### src/design/phtm_pkg.sv
// shared types, constants and codes of the per-host traffic meter
package phtm_pkg;

  localparam int unsigned EntriesDef = 512;
  localparam int unsigned BucketsDef = 40;

  localparam int unsigned CntW  = 40;
  localparam int unsigned PeakW = 44;
  localparam int unsigned AvgW  = 50;
  localparam int unsigned WinW  = 6;
  localparam int unsigned SlotW = 9;
  localparam int unsigned StatW = 3;
  localparam int unsigned TimeW = 32;

  // result status codes
  localparam logic [StatW-1:0] StUpdated = 3'd0;
  localparam logic [StatW-1:0] StCreated = 3'd1;
  localparam logic [StatW-1:0] StFull    = 3'd2;
  localparam logic [StatW-1:0] StReadOk  = 3'd3;
  localparam logic [StatW-1:0] StNoEntry = 3'd4;

  // configuration register indexes
  localparam logic [1:0] CfgShort = 2'd0;
  localparam logic [1:0] CfgMid   = 2'd1;
  localparam logic [1:0] CfgLong  = 2'd2;

  // item command codes
  localparam logic CmdAccount = 1'b0;
  localparam logic CmdRead    = 1'b1;

  typedef struct packed {
    logic [63:0] hi;
    logic [63:0] lo;
    logic        v6;
  } key_t;

  typedef struct packed {
    logic [63:0]      rx;
    logic [63:0]      tx;
    logic [PeakW-1:0] peak;
    logic [TimeW-1:0] last;
  } ent_t;

  typedef struct packed {
    logic [TimeW-1:0] stamp;
    logic [CntW-1:0]  rx;
    logic [CntW-1:0]  tx;
  } bkt_t;

  // controller to datapath commands
  typedef struct packed {
    logic       load;
    logic       mod_step;
    logic       scan;
    logic       pick;
    logic       drop;
    logic       base;
    logic       clr;
    logic       bupd;
    logic       peak;
    logic       eupd;
    logic       chk;
    logic       eget;
    logic       walk;
    logic       div_go;
    logic       div_take;
    logic [1:0] div_sel;
  } ctl_cmd_t;

  // datapath to controller status
  typedef struct packed {
    logic is_read;
    logic mod_done;
    logic hit;
    logic miss;
    logic full;
    logic is_new;
    logic clr_last;
    logic idx_bad;
    logic walk_done;
    logic div_done;
  } dp_stat_t;

endpackage

### src/design/phtm_ctrl.sv
// controller state machine sequencing lookup, bucket update and read walk
module phtm_ctrl (
  input  logic                clk_i,
  input  logic                rst_ni,
  input  logic                start,
  output logic                busy,
  output logic                done_o,
  input  phtm_pkg::dp_stat_t  stat_i,
  output phtm_pkg::ctl_cmd_t  cmd_o
);
  import phtm_pkg::*;

  localparam logic [4:0] SIdle = 5'd0;
  localparam logic [4:0] SDisp = 5'd1;
  localparam logic [4:0] SMod  = 5'd2;
  localparam logic [4:0] SSrch = 5'd3;
  localparam logic [4:0] SBase = 5'd4;
  localparam logic [4:0] SClr  = 5'd5;
  localparam logic [4:0] SBrd  = 5'd6;
  localparam logic [4:0] SBupd = 5'd7;
  localparam logic [4:0] SPeak = 5'd8;
  localparam logic [4:0] SEupd = 5'd9;
  localparam logic [4:0] SChk  = 5'd10;
  localparam logic [4:0] SEget = 5'd11;
  localparam logic [4:0] SWalk = 5'd12;
  localparam logic [4:0] SDiv  = 5'd13;
  localparam logic [4:0] SDwt  = 5'd14;
  localparam logic [4:0] SResp = 5'd15;

  logic [4:0] state_q, state_d;
  logic [1:0] sel_q, sel_d;

  // next state and commands
  always_comb begin
    state_d       = state_q;
    sel_d         = sel_q;
    cmd_o         = '0;
    cmd_o.div_sel = sel_q;
    case (state_q)
      SIdle: begin
        if (start) begin
          cmd_o.load = 1'b1;
          state_d    = SDisp;
        end
      end
      SDisp: state_d = stat_i.is_read ? SChk : SMod;
      SMod: begin
        cmd_o.mod_step = 1'b1;
        if (stat_i.mod_done) begin
          state_d = SSrch;
        end
      end
      SSrch: begin
        cmd_o.scan = 1'b1;
        if (stat_i.hit) begin
          cmd_o.pick = 1'b1;
          state_d    = SBase;
        end else if (stat_i.miss) begin
          if (stat_i.full) begin
            cmd_o.drop = 1'b1;
            state_d    = SResp;
          end else begin
            cmd_o.pick = 1'b1;
            state_d    = SBase;
          end
        end
      end
      SBase: begin
        cmd_o.base = 1'b1;
        if (stat_i.is_read) begin
          state_d = SEget;
        end else begin
          state_d = stat_i.is_new ? SClr : SBrd;
        end
      end
      SClr: begin
        cmd_o.clr = 1'b1;
        if (stat_i.clr_last) begin
          state_d = SBrd;
        end
      end
      SBrd: state_d = SBupd;
      SBupd: begin
        cmd_o.bupd = 1'b1;
        state_d    = SPeak;
      end
      SPeak: begin
        cmd_o.peak = 1'b1;
        state_d    = SEupd;
      end
      SEupd: begin
        cmd_o.eupd = 1'b1;
        state_d    = SResp;
      end
      SChk: begin
        cmd_o.chk = 1'b1;
        state_d   = stat_i.idx_bad ? SResp : SBase;
      end
      SEget: begin
        cmd_o.eget = 1'b1;
        state_d    = SWalk;
      end
      SWalk: begin
        cmd_o.walk = 1'b1;
        if (stat_i.walk_done) begin
          sel_d   = 2'd0;
          state_d = SDiv;
        end
      end
      SDiv: begin
        cmd_o.div_go = 1'b1;
        state_d      = SDwt;
      end
      SDwt: begin
        if (stat_i.div_done) begin
          cmd_o.div_take = 1'b1;
          if (sel_q == 2'd2) begin
            state_d = SResp;
          end else begin
            sel_d   = sel_q + 2'd1;
            state_d = SDiv;
          end
        end
      end
      SResp: state_d = SIdle;
      default: state_d = SIdle;
    endcase
  end

  always_ff @(posedge clk_i or negedge rst_ni) begin
    if (!rst_ni) begin
      state_q <= SIdle;
      sel_q   <= '0;
    end else begin
      state_q <= state_d;
      sel_q   <= sel_d;
    end
  end

  assign busy   = (state_q != SIdle);
  assign done_o = (state_q == SResp);

  // a result follows only finished work
  a_resp_src: assert property (@(posedge clk_i) disable iff (!rst_ni)
    done_o |-> ($past(state_q) == SEupd) || ($past(state_q) == SChk)
               || ($past(state_q) == SDwt) || ($past(state_q) == SSrch))
    else $error("result without finished work");

  // each item yields exactly one result before the next is taken
  a_one_result: assert property (@(posedge clk_i) disable iff (!rst_ni)
    done_o |=> !done_o && !busy)
    else $error("result strobe not single");

  // divider results are taken only for the three windows
  a_sel_range: assert property (@(posedge clk_i) disable iff (!rst_ni)
    cmd_o.div_take |-> (sel_q != 2'd3))
    else $error("window select out of range");

endmodule

### config.mk
export PLATFORM = sky130hd
export DESIGN_NAME = phtm_ctrl
export DESIGN_NICKNAME = d
export VERILOG_FILES = /design/src/design/phtm_pkg.sv /design/src/design/phtm_ctrl.sv
export SDC_FILE = /design/constraint.sdc
export NUM_CORES = 1
export LEC_CHECK = 0
export BUFFER_PORTS_ARGS = -buffer_cell sky130_fd_sc_hd__buf_2
export CAP_MARGIN = 5
export CORE_UTILIZATION = 45
export DETAILED_ROUTE_END_ITERATION = 8
export PLACE_DENSITY = 0.78
export SKIP_CTS_REPAIR_TIMING = 1
export SYNTH_ARGS = -nofsm -noshare
export SYNTH_HDL_FRONTEND = slang
export SYNTH_SLANG_ARGS = --single-unit
### constraint.sdc
create_clock -name clk_i -period 4.9 [get_ports clk_i]
set_clock_uncertainty 0.05 [all_clocks]
set_input_delay 0.98 -clock clk_i [delete_from_list [all_inputs] [get_ports clk_i]]
set_output_delay 0.98 -clock clk_i [all_outputs]
set_load 0.01 [all_outputs]
==> results of run 1 <==
-- sequential cells by signal, indices dropped and copies added, names as in the netlist --
name / flops
state_q: 4
sel_q: 2
-- cell usage in the layout (no fill, tap or decap), drive strengths merged, types with 2 or more instances in the layout --
master / instances
o21ai: 6
a21boi: 3
dfrtp: 6
clkbuf: 3
mux2: 3
nor2: 11
nor3: 9
buf: 31
nor4: 3
inv: 7
and3: 2
a21oi: 7
a2111oi: 2
nand2: 4
nand2b: 4
-- worst max-delay path by stage --
| stage | slack (ps) | cells after the start | end |
|---|---|---|---|
| 3_5_place_dp | 2190 | 4 | cmd_o[12] |
| 6_report | 1910 | 4 | cmd_o[12] |
| 3_3_place_gp | 2240 | 4 | cmd_o[12] |
| 2_1_floorplan | 2420 | 3 | cmd_o[12] |
| 5_1_grt | 1720 | 4 | cmd_o[12] |
| 4_1_cts | 1920 | 4 | cmd_o[12] |
-- worst max-delay path, stage by stage (launching register included) --
cell and delay (ps):
dfrtp_1 810, nand4bb_1 290, nor3_1 320, and2_1 170
buf_2 120
-- power groups by stage --
stage / Combinational [W] / Sequential (W) / Clock (W)
floorplan: 0.000300 / 0.0000945 / 0
global placement: 0.000298 / 0.000157 / 0
detailed placement: 0.000300 / 0.000158 / 0
CTS: 0.000301 / 0.000157 / 0.0000455
global route: 0.000333 / 0.000167 / 0.0000491
finish: 0.000298 / 0.000159 / 0.0000430
-- layer usage --
metal / share of wire, % / up-vias / track usage (%)
li1: - / 373 / -
met1: 48 / 308 / 28.6
met2: 44 / 28 / 32.0
met3: 6.4 / 2 / 3.80
met4: 1.4 / 0 / 12.9
met5: 0 / - / 0
-- layout make-up --
class	instances	area [sq um]
clock buffers	3	22.5
multi-input cells	68	469
fillers	147	524
inverters	7	26.3
repair buffers	31	155
flip-flops and latches	6	150
well taps	15	18.8
-- cell families after synthesis --
| family | Yosys count |
|---|---|
| AOI/OAI and AO/OA | 23 |
| adders and majority gates | 2 |
| buffers and inverters | 14 |
| DFF | 6 |
| muxes | 3 |
| and+or+nand+nor | 40 |
-- per-stage QoR --
| stage | cell area [sq um] | hold WS (ps) | power, W |
|---|---|---|---|
| 6_report | 842 | 474 | 0.000500 |
| 5_1_grt | 842 | 490 | 0.000549 |
| 4_1_cts | 842 | 478 | 0.000504 |
| 3_5_place_dp | 820 | 468 | 0.000458 |
| 3_3_place_gp | 820 | 458 | 0.000454 |
| 2_1_floorplan | 688 | 502 | 0.000395 |
==> flow_summary.toml, run 1 <==
[yosys]
synth_fa_ha_area_share_pct = 3.27
ys_types = 38
yosys-mux-area-fraction_pct = 5.45
synth.avg_cell_area_sq_um = 7.82
synth.ff_latch_count = 6
ys_warn_count = 0
yosysSeqAreaShare_pct = 21.8
synth_nets = 102
synth_area_leaders = "dfrtp_1 22%, nor3_1 6.5%, nor2_1 6.0%, a21oi_1 5.1%, a2111oi_4 4.0%"
synth-compound-area-share_pct = 25.3
syn_area_sq_um = 688
synth_xor_area_share_pct = 0
yosys.area.top_type = "dfrtp_1"
ys_top_cells_by_count = "11 x nor2_1, 9 x nor3_1, 7 x a21oi_1, 7 x inv_1, 6 x dfrtp_1"
syn_inst = 88
synthFlopType = "dfrtp_1"
synth_most_common_cell = "nor2_1"
synth_top_family_by_area = "simple AND/OR/NAND/NOR gates"
synth-async-reset-ratio_pct = 100
synth_edf_count = 0
yosysTopAreaCellShare_pct = 21.8
synth-simple-area-share_pct = 34.2

[global_routing]
antenna_found_initial = 0
grt_max_degree = 25
grt_pass1_wl_um = 2300
grt_pass1_vias = 540
track_usage_pct = 21.5
grt.overflow.total = 0

[floorplan]
floorplan.rows = 13
die_y_um = 41.1
initial_utilization_pct = 50.4
fp.dieW_um = 41.1
ios = 32
dieArea_sq_um = 1690
coreArea_sq_um = 1370

[clocking]
clk_pin_slew_ps = 40
cts_buffers = 3
cts_tree = "built"
clock_path_buffers = 2
clk_latency_ps = 240
clock_sinks = 6
cts_max_level = 1
root_buffer = "clkbuf_4"

[placed_design]
gp_congestion = 0.820
dp_slack_ps = 2190
hpwl_um = 1220
placedCellCount = 127
port_buffers = 31

[worst_setup_path]
worstSetupEndpointType = "output port"
worstSetupStartpoint = "state_q[1]"
rr_worst_depth = 4
r2r_slack_ps = 2830
crit_required_ps = 3870
worst_setup_path_start_kind = "flop"
r2r-end = "state_q[1]"
path_max_fanout = 24
crit_type = "flop to output port"
r2r_start = "state_q[1]"
crit_arrival_ps = 1960

[power_and_ir_drop]
p_leak_nw = 0.418
power.share.switching_pct = 51.3
clockPowerShare_pct = 8.6
power_frac_seq_pct = 31.9
internal-power_w = 0.000244
p_sw_w = 0.000256
power-per-cell-area_nw_per_um2 = 594
combPwrFrac_pct = 59.5
ir_drop_uv = 360

[sta]
worstMarginPinSlew_ps = 730
layout_setup_ws_ps = 1910
fin_crit_sh_pct = 61.0
fmax_mhz = 335
rsz0062_at_grt = "false"
fin_setup_tns_ps = 0
slew_violations = 0
min_period_ps = 2990
setup_viol = 0
slew_headroom_pct = 51.3
hold_viol = 0

[run]
drv_cap = 0

[routing]
num_vias = 711
drt_iter0_drc = 12
wl_per_cell_um = 12.4
first_pass_iters = 4
ant_nets = 0
vias_per_cell = 5.47
drcViolationCount = 0
wl_um = 1610

[outcome]
status = "complete, no violations"

[worst_hold_path]
hold_start = "sel_q[1]"
holdPathStages = 1
hold_end = "sel_q[1]"
min_path_type = "flop to flop"

[finish]
area_delta_synth_final_pct = 22.4
drive_gt1_share_pct = 36.5
instances_no_fill = 130
finalNetCount = 131
fin_util_pct = 61.6
diodes = 0
Power figures use the tool's default switching activity.
==> run 2: changes to the inputs <==
==> constraint.sdc (replaced) <==
create_clock -name clk_i -period 3.05 [get_ports clk_i]
set_clock_uncertainty 0.05 [all_clocks]
set_input_delay 0.61 -clock clk_i [delete_from_list [all_inputs] [get_ports clk_i]]
set_output_delay 0.61 -clock clk_i [all_outputs]
set_load 0.01 [all_outputs]
==> run 2 against run 1 <==
Net effect:
- register-to-register slack lost 1800 ps
- core utilization increased by 0.55 points
- routed wire length up 1.8%
- critical path type unchanged
- setup slack got worse by 1400 ps
- first-iteration DRC count shrank 8.3%
- critical path depth unchanged
- cell count is 0.77% higher
==> flow_summary.toml, run 2 (synthesis results as in run 1) <==
[outcome]
status = "complete, no violations"

[floorplan]
dieArea_sq_um = 1690
die_y_um = 41.1
fp.dieW_um = 41.1
ios = 32
floorplan.rows = 13
coreArea_sq_um = 1370
initial_utilization_pct = 50.4

[worst_setup_path]
crit_arrival_ps = 1900
crit_required_ps = 2390
r2r-end = "state_q[1]"
path_max_fanout = 21
r2r_start = "state_q[0]"
cp_cell_sequence = "nand4bb_1 -> nor3_1 -> and2_1 -> buf_2"
worstSetupEndpointType = "output port"
rr_worst_depth = 4
worst_setup_path_start_kind = "flop"
worst-path-buf-inv = 1
crit_family = "simple AND/OR/NAND/NOR gates"
cpPeakStageDelay_ps = 760
r2r_slack_ps = 1020
slowest_stage = "dfrtp_1"
crit_type = "flop to output port"

[finish]
area_delta_synth_final_pct = 23.5
num-fill-cells = 137
finalNetCount = 132
largestRegisters = "state_q (4), sel_q (2)"
final_cell_mix = "31 x buf_2, 11 x nor2_1, 9 x nor3_1"
layout_commonest_cell = "buf_2"
largest_reg_flops = 4
seq_area_sq_um = 150
fin_util_pct = 62.2
drive_gt1_share_pct = 37.1
multiInputGateArea_sq_um = 469
diodes = 0
top_register = "state_q"
final_area_sq_um = 850

[worst_hold_path]
min_path_type = "input pin to asynchronous set/reset pin"

[placed_design]
hpwl_um = 1270
port_buffers = 31
gp_congestion = 0.909
place_area_sq_um = 827

[sta]
setup_viol = 0
fin_crit_sh_pct = 83.8
rsz0062_at_grt = "false"
slew_headroom_pct = 55.5
worstMarginPinSlew_ps = 667
fmax_mhz = 391
fin_setup_tns_ps = 0
hold_ws_ps = 132
min_period_ps = 2560
slew_violations = 0
hold_viol = 0

[clocking]
cts_tree = "built"
clk_latency_ps = 240
clk_pin_slew_ps = 40
clock_path_buffers = 2
cts_max_level = 1
cts_buffers = 3
root_buffer = "clkbuf_4"
clock_sinks = 6

[routing]
ant_nets = 0
vias_per_cell = 5.56
drcViolationCount = 0
first_pass_iters = 4
drt_iter0_drc = 11
wl_um = 1640
wl_per_cell_um = 12.5
num_vias = 729

[global_routing]
grt_max_degree = 22
track_usage_pct = 22.9
antenna_found_initial = 0
grt_pass1_wl_um = 2540
grt_pass1_vias = 577
grt.overflow.total = 0

[power_and_ir_drop]
ir_drop_uv = 661
p_leak_nw = 0.423
power-per-cell-area_nw_per_um2 = 964

[run]
drv_cap = 0
## run 2: changes by cell type in the layout (fill, tap and decap cells not counted)
cell / delta
buf_4: +1
## run 2: metal layers
| metal | wire [um] | vias to the layer above | track usage, % |
|---|---|---|---|
| li1 | - | 372 | - |
| met1 | 783 | 329 | 31.4 |
| met5 | 0 | - | 0 |
| met2 | 742 | 28 | 35.5 |
| met4 | 0 | 0 | 4.84 |
| met3 | 109 | 0 | 6.52 |
## run 2: cell type report
class,count,area share [%]
repair buffers,32,19.1
flip-flops and latches,6,17.7
clock buffers,3,2.65
inverters,7,3.09
multi-input cells,68,55.2
well taps,15,2.21
## run 2: per-stage QoR
step           cells  setup slack (ps)  power, W
5_1_grt          131               320  0.000898
6_report         131               494  0.000819
3_3_place_gp     128               858  0.000735
4_1_cts          131               477  0.000816
3_5_place_dp     128               724  0.000745
2_1_floorplan     88              1230  0.000635
## run 2: where the power goes
| group | internal, W | leakage (nW) | switching [W] | total (W) |
|---|---|---|---|---|
| clock network | 0.0000443 | 0.0138 | 0.0000252 | 0.0000695 |
| logic | 0.000240 | 0.334 | 0.000283 | 0.000523 |
| registers | 0.000116 | 0.0751 | 0.000110 | 0.000227 |
## run 2: worst max-delay path by stage
| stage | from | cells after the start | slack (ps) | endpoint |
|---|---|---|---|---|
| 6_report | state_q[0] | 4 | 490 | cmd_o[12] |
| 4_1_cts | state_q[0] | 4 | 480 | cmd_o[12] |
| 5_1_grt | state_q[0] | 4 | 320 | cmd_o[12] |
| 3_5_place_dp | state_q[0] | 4 | 720 | cmd_o[12] |
| 3_3_place_gp | state_q[0] | 4 | 860 | cmd_o[12] |
| 2_1_floorplan | state_q[0] | 4 | 1230 | cmd_o[5] |
